### config.mk
export PLATFORM = sky130hd
export DESIGN_NAME = dmf_lane
export DESIGN_NICKNAME = d
export VERILOG_FILES = /design/src/rtl/core/dmf_pkg.sv /design/src/rtl/core/dmf_lane.sv
export SDC_FILE = /design/constraint.sdc
export NUM_CORES = 1
export LEC_CHECK = 0
export ABC_CLOCK_PERIOD_IN_PS = 26200
export BUFFER_PORTS_ARGS = -buffer_cell sky130_fd_sc_hd__buf_2
export CORE_ASPECT_RATIO = 1.25
export CORE_UTILIZATION = 65
export DETAILED_ROUTE_END_ITERATION = 8
export PLACE_DENSITY = 0.83
export SETUP_SLACK_MARGIN = 0.4
export SLEW_MARGIN = 10
export SYNTH_ARGS = -nofsm -noshare
export SYNTH_HDL_FRONTEND = slang
export SYNTH_SLANG_ARGS = --single-unit
export TNS_END_PERCENT = 50
### constraint.sdc
create_clock -name vclk -period 26.2
set_clock_uncertainty 0.2 [all_clocks]
set_input_delay 5.24 -clock vclk [all_inputs]
set_output_delay 5.24 -clock vclk [all_outputs]
set_load 0.005 [all_outputs]
### src/rtl/core/dmf_pkg.sv
`timescale 1ns / 1ps

package dmf_pkg;

  localparam int MAX_WIDTH_DEF = 1024;
  localparam int COL_LIMIT     = 1024;
  localparam int MAX_HEIGHT    = 4096;

  localparam int PIX_W  = 8;
  localparam int RGB_W  = 3 * PIX_W;
  localparam int COL_W  = 10;
  localparam int ROW_W  = 12;
  localparam int WID_W  = 11;
  localparam int HGT_W  = 13;
  localparam int SUM_W  = 10;

  localparam int ADDR_W = 3;
  localparam int DATA_W = 32;

  localparam logic [WID_W-1:0] WIDTH_RST  = 11'd640;
  localparam logic [HGT_W-1:0] HEIGHT_RST = 13'd480;

  localparam logic REG_WIDTH  = 1'b0;
  localparam logic REG_HEIGHT = 1'b1;

  localparam int QUEUE_DEPTH = 4;

  // floor(x / 3) for x up to 765 equals (x * 683) >> 11.
  localparam int RECIP       = 683;
  localparam int RECIP_SHIFT = 11;
  localparam int PROD_W      = 20;

  typedef struct packed {
    logic             has_a;
    logic             has_b;
    logic             done;
    logic [ROW_W-1:0] row;
    logic [COL_W-1:0] col;
    logic [RGB_W-1:0] a_rgb;
    logic [RGB_W-1:0] b_rgb;
  } dmf_entry_t;

  function automatic logic [PIX_W-1:0] div3(input logic [SUM_W-1:0] x);
    logic [PROD_W-1:0] prod;
    prod = PROD_W'(x) * PROD_W'(RECIP);
    return prod[RECIP_SHIFT +: PIX_W];
  endfunction

endpackage

### src/rtl/core/dmf_lane.sv
`timescale 1ns / 1ps

module dmf_lane (
  input  logic [dmf_pkg::PIX_W-1:0] up,
  input  logic [dmf_pkg::PIX_W-1:0] mid,
  input  logic [dmf_pkg::PIX_W-1:0] px,
  input  logic                      up_ok,
  input  logic                      mid_ok,
  output logic [dmf_pkg::PIX_W-1:0] a_val,
  output logic [dmf_pkg::PIX_W-1:0] b_val
);

  logic [dmf_pkg::SUM_W-1:0] sum_a;
  logic [dmf_pkg::SUM_W-1:0] sum_b;

  always_comb begin
    sum_a = (up_ok ? dmf_pkg::SUM_W'(up) : '0) + dmf_pkg::SUM_W'(mid)
          + dmf_pkg::SUM_W'(px);
    sum_b = (mid_ok ? dmf_pkg::SUM_W'(mid) : '0) + dmf_pkg::SUM_W'(px);
    a_val = dmf_pkg::div3(sum_a);
    b_val = dmf_pkg::div3(sum_b);
  end

endmodule

==> results.txt <==
----------------------------------------------------
[Placed design]
  Standard cell area after detailed placement ... between 4000 and 5000 sq um
  Port bufs ... 42
  Final weighted congestion in routability-driven placement ... 0.873
  Half-perimeter wire length after placement ... just over 7000 microns

[Timing]
  Max_slew headroom ... 0.546
  Min cycle time layout ... 16.90 ns
  Achievable frequency ... slightly below 60 MHz
  Aggregate negative setup slack ... 0 ns
  Least-Margin Pin Slew ... slightly below 0.7 ns
  Setup repair after global routing missed its margin ... no
  Final critical-path share of the clock period ... 0.645
  Final Hold Violating Endpoints ... 0
  Max Transition Viols Final ... 0
  Final setup vio count ... 0

[Synth]
  Combined area of all synthesized cells ... between 3000 and 4000 sq um
  Dominant combinational cell family by area after synthesis ... adder cells
  Unique cell type count in the Yosys netlist ... 43
  Adder and majority cell fraction of the synthesized area ... 0.618
  Synthesized-area fraction occupied by ao, oa, aoi and oai cells ... 0.110
  Share of synthesized area occupied by flip-flops and latches ... 0
  Post-synthesis share of cell area spent on xor and xnor gates ... 0.0881
  Area fraction in and, or, nand and nor cells after synthesis ... 0.0878
  Mux cell area share after synthesis ... 0.00259
  Yosys warns ... 0
  Post-synthesis net count ... roughly 600
  Cells after Synth ... roughly 420
  Mean post-synth cell area ... between 9 and 10 sq um

[Detailed routing]
  Number of vias per cell ... around 5.6
  Final wirelength ... around 7500 microns
  Starting DRT DRC Count ... 75
  Number of search-and-repair iterations in the first detailed-routing pass ... 6
  Residual antenna-violating net count after detailed routing ... 0
  Routed len/inst ... 14.2 microns
  Vias ... 2940
  DR DRC count ... 1

[Finish]
  Number of clock buffers in the layout ... 0
  Post-route core utilization ... 0.719
  Area taken by multi-input logic gates ... 3500 sq um
  Net count of the finished layout ... between 600 and 700
  Area of all sequential standard cells ... 0 sq um
  Number of sequential cells ... 0
  Share of post-route cells with drive strength above 1 ... 0.117
  Diodes inserted ... 0
  Fill cell instance count of the final layout ... ~470
  Area Growth Syn to Fin ... 7.48%
  Final Instance Area ... 4150 sq um

[Global routing]
  Combined global-route utilization of all metal layers ... 0.253
  Vias in the first global route ... between 3000 and 4000
  Global-route wire length before repair ... 12600 microns
  Maximum number of pins on one net before global-route repair ... 9
  Initial antenna violation count ... 0
  Remaining global-route overflow ... 0

[Worst setup path]
  Critical path's slowest cell ... sky130_fd_sc_hd__fa_1
  Category of the critical setup timing path ... in -> out
  Critical Path Start Type ... input port
  Cell family with the largest share of critical-path delay ... adder cells
  Element type at the critical path end ... output port
  Maximum fanout along the worst path ... 8
  Largest stage delay on the critical path ... 0.53 ns
  Worst endpoint required time ... 20.76 ns
  Data arrival time of the critical path ... between 10 and 15 ns
  CP bufs+invs ... 7

[Floorplanning]
  Core Region ... around 5800 sq um
  Area enclosed by the die boundary ... roughly 6300 sq um
  Height of the die ... between 80 and 90 microns
  Number of cell rows ... 31
  Chip width ... slightly above 70 microns
  Initial core utilization ... 0.669
  Ports placed on the boundary ... 42

[Run status]
  Result of the run ... complete, but fails checks
  Failing checks ... design-rule violations

[Clocking]
  Post_cts resized ... 0
  CTS hold repair buffers ... 0
  Post-CTS Repair Setup Buffers ... 0

[Run]
  Max-cap check violation count ... 0

[Min path]
  Tightest Hold Check Type ... in -> out

----------------------------------------------------
[routing by layer]
metal	track usage	routed length, microns	vias up
li1	-	-	1476
met1	0.274	2940	1424
met2	0.545	4350	28
met3	0.00345	64	12
met4	0.0436	141	0
met5	0	0	-
[final timing paths]
check       end  startpoint  cells after the start  slack [ns]
max    a_val[5]       up_ok                     27        9.30
min    b_val[7]       px[7]                      6       11.06
[cells by family after synthesis]
kind of cell    count (synthesis)
compound gates                 62
xor+xnor                       38
mux                             1
simple gates                   63
fa+ha+maj                     162
buf+inv                        96
[layout make-up]
cell class | count | share of cell area
inverter | 95 | 0.0859
tap | 66 | 0.0199
timing repair buffer | 42 | 0.0506
multi-input combinational | 326 | 0.844
[worst min-delay path, stage by stage]
cell                       delay (ns)
sky130_fd_sc_hd__buf_2           0.11
sky130_fd_sc_hd__ha_1            0.14
sky130_fd_sc_hd__nand2b_1        0.16
sky130_fd_sc_hd__ha_1            0.19
sky130_fd_sc_hd__xor2_1          0.06
sky130_fd_sc_hd__buf_2           0.12
[metrics by stage]
stage	instances	setup slack (ns)	hold WS [ns]
floorplan	422	9.91	10.76
CTS	529	9.23	11.07
detailed placement	529	9.22	11.07
finish	529	9.30	11.06
global route	529	8.86	11.10
global placement	529	9.45	11.06
[layout by cell type (no fill, tap or decap), types with 2 or more instances in the layout]
cell	instances
sky130_fd_sc_hd__nor2_1	15
sky130_fd_sc_hd__xor2_1	17
sky130_fd_sc_hd__o21bai_1	6
sky130_fd_sc_hd__a31oi_1	2
sky130_fd_sc_hd__and2_1	20
sky130_fd_sc_hd__nand3_1	3
sky130_fd_sc_hd__nand2b_1	2
sky130_fd_sc_hd__buf_2	42
sky130_fd_sc_hd__nand2_1	8
sky130_fd_sc_hd__nor2b_1	4
sky130_fd_sc_hd__a21oi_2	5
sky130_fd_sc_hd__a21o_1	10
sky130_fd_sc_hd__a21oi_1	19
sky130_fd_sc_hd__inv_1	95
sky130_fd_sc_hd__xnor2_1	20
sky130_fd_sc_hd__ha_1	114
sky130_fd_sc_hd__o21ai_0	5
sky130_fd_sc_hd__fa_1	48
sky130_fd_sc_hd__nor3_1	4
[synthesized netlist by cell type, types with 2 or more instances]
master / instances / area share
sky130_fd_sc_hd__ha_1: 114 / 0.37
sky130_fd_sc_hd__inv_1: 95 / 0.092
sky130_fd_sc_hd__fa_1: 48 / 0.25
sky130_fd_sc_hd__and2_1: 20 / 0.032
sky130_fd_sc_hd__xnor2_1: 20 / 0.045
sky130_fd_sc_hd__a21oi_1: 19 / 0.025
sky130_fd_sc_hd__xor2_1: 17 / 0.039
sky130_fd_sc_hd__nor2_1: 15 / 0.015
sky130_fd_sc_hd__a21o_1: 10 / 0.019
sky130_fd_sc_hd__nand2_1: 8 / 0.0078
sky130_fd_sc_hd__o21bai_1: 6 / 0.012
sky130_fd_sc_hd__a21oi_2: 5 / 0.011
sky130_fd_sc_hd__o21ai_0: 5 / 0.0065
sky130_fd_sc_hd__nor2b_1: 4 / 0.0065
sky130_fd_sc_hd__nor3_1: 4 / 0.0052
sky130_fd_sc_hd__nand3_1: 3 / 0.0039
sky130_fd_sc_hd__a31oi_1: 2 / 0.0032
sky130_fd_sc_hd__nand2b_1: 2 / 0.0032
Power is left out: the tool's default activity adds up to more than one toggle a clock period on the data nets, which glitch-free logic cannot reach.
