File: config.mk
export PLATFORM = sky130hd
export DESIGN_NAME = dmf_result_queue
export DESIGN_NICKNAME = d
export VERILOG_FILES = /design/src/rtl/core/dmf_pkg.sv /design/src/rtl/core/dmf_result_queue.sv
export SDC_FILE = /design/constraint.sdc
export NUM_CORES = 1
export LEC_CHECK = 0
export ABC_AREA = 1
export BUFFER_PORTS_ARGS = -buffer_cell sky130_fd_sc_hd__buf_2
export CAP_MARGIN = 30
export CORE_MARGIN = 2
export CORE_UTILIZATION = 55
export DETAILED_ROUTE_END_ITERATION = 16
export HOLD_SLACK_MARGIN = 0.06
export PLACE_DENSITY = 0.75
export SYNTH_ARGS = -nofsm -noshare
export SYNTH_HDL_FRONTEND = slang
export SYNTH_SLANG_ARGS = --single-unit
File: constraint.sdc
create_clock -name clk -period 4.09 [get_ports clk]
set_clock_uncertainty 0.15 [all_clocks]
set_input_delay 0.818 -clock clk [delete_from_list [all_inputs] [get_ports clk]]
set_output_delay 0.818 -clock clk [all_outputs]
set_load 0.05 [all_outputs]
File: src/rtl/core/dmf_pkg.sv
`timescale 1ns / 1ps

package dmf_pkg;

  localparam int MAX_WIDTH_DEF = 1024;
  localparam int COL_LIMIT     = 1024;
  localparam int MAX_HEIGHT    = 4096;

  localparam int PIX_W  = 8;
  localparam int RGB_W  = 3 * PIX_W;
  localparam int COL_W  = 10;
  localparam int ROW_W  = 12;
  localparam int WID_W  = 11;
  localparam int HGT_W  = 13;
  localparam int SUM_W  = 10;

  localparam int ADDR_W = 3;
  localparam int DATA_W = 32;

  localparam logic [WID_W-1:0] WIDTH_RST  = 11'd640;
  localparam logic [HGT_W-1:0] HEIGHT_RST = 13'd480;

  localparam logic REG_WIDTH  = 1'b0;
  localparam logic REG_HEIGHT = 1'b1;

  localparam int QUEUE_DEPTH = 4;

  // floor(x / 3) for x up to 765 equals (x * 683) >> 11.
  localparam int RECIP       = 683;
  localparam int RECIP_SHIFT = 11;
  localparam int PROD_W      = 20;

  typedef struct packed {
    logic             has_a;
    logic             has_b;
    logic             done;
    logic [ROW_W-1:0] row;
    logic [COL_W-1:0] col;
    logic [RGB_W-1:0] a_rgb;
    logic [RGB_W-1:0] b_rgb;
  } dmf_entry_t;

  function automatic logic [PIX_W-1:0] div3(input logic [SUM_W-1:0] x);
    logic [PROD_W-1:0] prod;
    prod = PROD_W'(x) * PROD_W'(RECIP);
    return prod[RECIP_SHIFT +: PIX_W];
  endfunction

endpackage

File: src/rtl/core/dmf_result_queue.sv
`timescale 1ns / 1ps

module dmf_result_queue #(
  parameter int DEPTH = dmf_pkg::QUEUE_DEPTH
) (
  input  logic                          clk,
  input  logic                          rst,
  input  logic                          push,
  input  dmf_pkg::dmf_entry_t           push_entry,
  output logic [$clog2(DEPTH+1)-1:0]    count,
  output logic                          out_valid,
  input  logic                          out_stall,
  output logic [dmf_pkg::ROW_W-1:0]     out_row,
  output logic [dmf_pkg::COL_W-1:0]     out_col,
  output logic [dmf_pkg::PIX_W-1:0]     out_red,
  output logic [dmf_pkg::PIX_W-1:0]     out_green,
  output logic [dmf_pkg::PIX_W-1:0]     out_blue,
  output logic                          frame_done
);

  localparam int PW = (DEPTH > 1) ? $clog2(DEPTH) : 1;
  localparam int CW = $clog2(DEPTH+1);
  localparam int RGB_W_L = dmf_pkg::RGB_W;

  dmf_pkg::dmf_entry_t entries [DEPTH];
  dmf_pkg::dmf_entry_t head;

  logic [PW-1:0] wr_ptr;
  logic [PW-1:0] rd_ptr;
  logic          sel;
  logic          showing_a;
  logic          take;
  logic          pop;

  logic [RGB_W_L-1:0] rgb;

  assign head      = entries[rd_ptr];
  assign out_valid = (count != '0);
  assign showing_a = head.has_a && !sel;
  assign take      = out_valid && !out_stall;
  assign pop       = take && !(showing_a && head.has_b);

  always_comb begin
    if (showing_a) begin
      out_row    = head.row - dmf_pkg::ROW_W'(1);
      out_col    = head.col - dmf_pkg::COL_W'(1);
      rgb        = head.a_rgb;
      frame_done = 1'b0;
    end else begin
      out_row    = head.row;
      out_col    = head.col;
      rgb        = head.b_rgb;
      frame_done = head.done;
    end
    out_red   = rgb[2*dmf_pkg::PIX_W +: dmf_pkg::PIX_W];
    out_green = rgb[dmf_pkg::PIX_W +: dmf_pkg::PIX_W];
    out_blue  = rgb[0 +: dmf_pkg::PIX_W];
  end

  always_ff @(posedge clk) begin
    if (push) begin
      entries[wr_ptr] <= push_entry;
    end
  end

  always_ff @(posedge clk) begin
    if (rst) begin
      wr_ptr <= '0;
      rd_ptr <= '0;
      count  <= '0;
      sel    <= 1'b0;
    end else begin
      if (push) begin
        wr_ptr <= (wr_ptr == PW'(DEPTH-1)) ? '0 : wr_ptr + PW'(1);
      end
      if (pop) begin
        rd_ptr <= (rd_ptr == PW'(DEPTH-1)) ? '0 : rd_ptr + PW'(1);
        sel    <= 1'b0;
      end else if (take) begin
        sel <= 1'b1;
      end
      count <= count + CW'(push) - CW'(pop);
    end
  end

endmodule

==> report_table.html <==
<table>
<tr><th>Metric</th><th>Value</th></tr>
<tr><th colspan="2">Synthesis</th></tr>
<tr><td>Multiplexer fraction of the synthesized cell area</td><td>0%</td></tr>
<tr><td>Per-instance average area after synthesis</td><td>12.2 um^2</td></tr>
<tr><td>Synth Area in Compound Gates</td><td>7.06%</td></tr>
<tr><td>Synthesized net count</td><td>1,103</td></tr>
<tr><td>Dominant combinational cell family by area after synthesis</td><td>simple AND/OR/NAND/NOR gates</td></tr>
<tr><td>Sequential fraction of the synthesis area</td><td>72.5%</td></tr>
<tr><td>Count of different cell masters after synthesis</td><td>30</td></tr>
<tr><td>Synthesized flop and latch total</td><td>302</td></tr>
<tr><td>Total number of yosys warnings</td><td>0</td></tr>
<tr><td>Biggest area consumer among synthesized cells</td><td>edfxtp_1</td></tr>
<tr><td>Area fraction in and, or, nand and nor cells after synthesis</td><td>between 10% and 20%</td></tr>
<tr><td>Total standard cell area after synthesis</td><td>0.0124 mm^2</td></tr>
<tr><td>Instance count of the mapped netlist</td><td>1,017</td></tr>
<tr><td>Yosys top cell area share</td><td>70.8%</td></tr>
<tr><td>Leading cell types by total area after synthesis</td><td>edfxtp_1 (71%), nand2_1 (6.9%), o21ai_0 (4.2%), nor2_1 (3.5%), o22ai_1 (2.5%)</td></tr>
<tr><td>Post-synthesis adder-cell area fraction</td><td>0.970%</td></tr>
<tr><td>Parity-gate share of the synthesized area counting xor and xnor cells</td><td>0.708%</td></tr>
<tr><th colspan="2">Pwr</th></tr>
<tr><td>Clock group share of total power</td><td>25.0%</td></tr>
<tr><td>Internal Pwr Total</td><td>about 6100 uW</td></tr>
<tr><td>Fraction of power spent switching nets</td><td>42.3%</td></tr>
<tr><td>Peak supply drop</td><td>0.669 mV</td></tr>
<tr><td>Part of the power in combinational logic</td><td>approximately two fifths</td></tr>
<tr><td>Sequential group share of total power</td><td>about a third</td></tr>
<tr><td>Power density relative to cell area</td><td>741 mW/mm^2</td></tr>
<tr><td>Switching power of the nets</td><td>4460 uW</td></tr>
<tr><td>Static leakage</td><td>0.00540 uW</td></tr>
<tr><th colspan="2">Drt</th></tr>
<tr><td>Number of optimization iterations in the first detailed-route pass</td><td>5</td></tr>
<tr><td>First DRT Iteration DRCs</td><td>roughly 720</td></tr>
<tr><td>Final wirelength</td><td>26,300 um</td></tr>
<tr><td>Residual antenna-violating net count after detailed routing</td><td>0</td></tr>
<tr><td>Total number of vias</td><td>8,041</td></tr>
<tr><td>DRC viols</td><td>0</td></tr>
<tr><td>Routed WL per cell</td><td>approximately 18 um</td></tr>
<tr><td>Average via count per standard cell</td><td>approximately 5.6</td></tr>
<tr><th colspan="2">Final layout</th></tr>
<tr><td>Most frequent cells in the layout</td><td>edfxtp_1 (292), nand2_1 (229), buf_2 (127)</td></tr>
<tr><td>Final Cell Area</td><td>0.0142 mm^2</td></tr>
<tr><td>Most frequent standard cell in the layout excluding fill and tap cells</td><td>edfxtp_1</td></tr>
<tr><td>Final std cells w/o fill</td><td>approximately 1,400</td></tr>
<tr><td>Ratio of cells with drive above 1 in the final layout</td><td>19.3%</td></tr>
<tr><td>Syn-to-layout area delta</td><td>14.9%</td></tr>
<tr><td>Final net count</td><td>1,222</td></tr>
<tr><th colspan="2">Clock network</th></tr>
<tr><td>Root Buffer</td><td>clkbuf_16</td></tr>
<tr><td>Clock-pin slew of the registers on the worst-case setup and hold paths</td><td>0.06 ns</td></tr>
<tr><td>PostCTS Resize Cnt</td><td>0</td></tr>
<tr><td>Total CTS buffers</td><td>30</td></tr>
<tr><td>Worst-skew pair later-pin latency</td><td>between 0.5 and 0.6 ns</td></tr>
<tr><td>Setup Fix Bufs, Post-CTS</td><td>0</td></tr>
<tr><td>Max clock buf depth</td><td>3</td></tr>
<tr><td>Quantity of hold-fixing buffers added after cts</td><td>0</td></tr>
<tr><td>Deepest level of the CTS H-tree</td><td>1</td></tr>
<tr><td>TritonCTS clock tree</td><td>built</td></tr>
<tr><td>Total number of clock tree sinks</td><td>between 300 and 400</td></tr>
<tr><th colspan="2">Global route</th></tr>
<tr><td>Wire length of the first global-routing pass</td><td>41,500 um</td></tr>
<tr><td>Vias in the first global route</td><td>7,925</td></tr>
<tr><td>Number of antenna violations at the first check in global routing</td><td>7</td></tr>
<tr><td>Maximum number of pins on one net before global-route repair</td><td>~110</td></tr>
<tr><td>Remaining global-route overflow</td><td>0</td></tr>
<tr><td>Total global routing track utilization</td><td>about 22%</td></tr>
<tr><th colspan="2">Die</th></tr>
<tr><td>Die width</td><td>154 um</td></tr>
<tr><td>Die Outline Area</td><td>0.0237 mm^2</td></tr>
<tr><td>IO Pins</td><td>around 130</td></tr>
<tr><td>Number of core rows</td><td>54</td></tr>
<tr><td>Starting density of the core</td><td>56.4%</td></tr>
<tr><td>Area inside the core boundary</td><td>roughly 0.022 mm^2</td></tr>
<tr><td>Die extent in y</td><td>between 150 and 200 um</td></tr>
<tr><th colspan="2">Timing</th></tr>
<tr><td>Unrepaired setup endpoints after global routing</td><td>no</td></tr>
<tr><td>Period Utilization, post-route</td><td>between 90 and 100%</td></tr>
<tr><td>Worst slew margin relative to its limit</td><td>54.9%</td></tr>
<tr><td>Post-route minimum period</td><td>3.80 ns</td></tr>
<tr><td>Final number of setup-violating endpoints</td><td>0</td></tr>
<tr><td>Slew at the pin with the worst max-slew slack</td><td>0.676 ns</td></tr>
<tr><td>Total negative setup slack</td><td>0 ns</td></tr>
<tr><td>Final-report max-slew violation count</td><td>0</td></tr>
<tr><td>Max frequency</td><td>263 MHz</td></tr>
<tr><td>Final hold vios</td><td>0</td></tr>
<tr><th colspan="2">Setup path</th></tr>
<tr><td>Cell at the slowest stage of the critical path</td><td>buf_4</td></tr>
<tr><td>Critical path data arrival time</td><td>2.83 ns</td></tr>
<tr><td>Critical Path Source Type</td><td>flop</td></tr>
<tr><td>Crit path required time</td><td>~3.1 ns</td></tr>
<tr><td>Buf/Inv on CP</td><td>3</td></tr>
<tr><td>Worst path cell trace</td><td>buf_4, buf_12, nand2_1, nand3_1, nand2_1, ha_1, nand3_4, nor2_4, nand2_1, nand3_1, nand2_1, buf_2</td></tr>
<tr><td>Sort of element at the end of the critical path</td><td>primary output</td></tr>
<tr><td>Crit path top cell by count</td><td>nand2_1</td></tr>
<tr><td>Crit path kind</td><td>flop to primary output</td></tr>
<tr><td>Largest stage delay on the critical path</td><td>0.42 ns</td></tr>
<tr><td>Family with the most delay on the worst path</td><td>buffers and inverters</td></tr>
<tr><td>Largest fanout of any net on the critical path</td><td>63</td></tr>
<tr><th colspan="2">Worst hold path</th></tr>
<tr><td>Path type of the worst min-delay path</td><td>input port to flop</td></tr>
<tr><td>Min-delay src</td><td>push_entry[24]</td></tr>
<tr><th colspan="2">Outcome</th></tr>
<tr><td>Result of the run</td><td>finished, final reports clean</td></tr>
<tr><th colspan="2">Place</th></tr>
<tr><td>Weighted congestion at the end of routability-driven global placement</td><td>0.821</td></tr>
<tr><td>Area after DPL</td><td>0.0132 mm^2</td></tr>
<tr><td>Detailed placement HPWL</td><td>15,200 um</td></tr>
<tr><td>IO Port Bufs</td><td>127</td></tr>
<tr><td>Placed cells</td><td>1,383</td></tr>
<tr><th colspan="2">Run</th></tr>
<tr><td>Count of max-cap constraint violations</td><td>0</td></tr>
</table>
-- worst paths after layout --
path	depth (start not counted)	endpoint	slack (ns)
max	12	out_row[6]	0.29
min	1	entries[2][24]$_DFFE_PP_	0.33
max reg2reg	13	count[2]$_SDFF_PP0_	1.14
min reg2reg	2	rd_ptr[1]$_SDFFE_PP0P_	0.38
-- state kept, by name, summed over array words and instances, names as in the netlist, named ones only --
name / flops
count: 3
sel: 1
rd_ptr: 2
entries: 292
wr_ptr: 2
-- cell usage after synthesis --
cell and number:
edfxtp_1 292, nand2_1 229, nor2_1 115, o21ai_0 104, nand3_1 61, o22ai_1 49, inv_1 40, clkbuf_1 25
buf_2 17, nand2_2 12, dfxtp_1 10, ha_1 8, buf_6 7, nand4_1 7, xor2_1 7, nor2_4 5
buf_4 4, a21oi_1 3, inv_2 3, nand3_2 3, nor2_2 3, xnor2_1 3, nand2_4 2, o211ai_2 2
a31oi_1 1, fa_1 1, inv_4 1, nand3_4 1, nor3_1 1, or2_2 1
-- power groups by stage --
stage          Clock, uW  Combinational (uW)  Sequential, uW
3_3_place_gp           0                4210            3670
6_report            2630                4300            3610
2_1_floorplan          0                3260            3710
4_1_cts             2680                4300            3610
5_1_grt             2810                4640            3620
3_5_place_dp           0                4270            3670
-- area by class of cell --
type / instances / area (um^2)
tap: 280 / 350
clock buffer: 39 / 826
antenna: 2 / 5.00
multi-input combinational: 618 / 2950
timing repair buffer: 140 / 808
inverter: 44 / 173
clock inverter: 16 / 133
sequential: 302 / 8970
fill: 1611 / 7740
-- stage by stage --
stage	setup slack [ns]	hold WS (ns)	utilization (%)	total power, uW
3_3_place_gp	0.799	0.347	60.3	7880
5_1_grt	0.0412	0.326	64.7	11100
2_1_floorplan	0.734	0.320	-	6970
3_5_place_dp	0.722	0.354	60.3	7940
4_1_cts	0.139	0.318	64.6	10600
6_report	0.290	0.334	64.8	10500
-- metal layers --
| layer | GRT usage (%) | wire length, um | vias up |
|---|---|---|---|
| li1 | - | - | 3829 |
| met5 | 0 | 38 | - |
| met4 | 7.25 | 627 | 6 |
| met3 | 4.88 | 2080 | 65 |
| met2 | 36.3 | 12500 | 302 |
| met1 | 29.9 | 11100 | 3839 |
-- cell families (layout without fill, tap and decap cells) --
group | Yosys count | count (layout)
and+or+nand+nor | 440 | 440
other | 0 | 2
buffers and inverters | 97 | 239
DFF | 302 | 302
xor gates and xnor gates | 10 | 10
adders and majority gates | 9 | 9
AOI/OAI and AO/OA | 159 | 159
(Power assumes the default switching activity.)
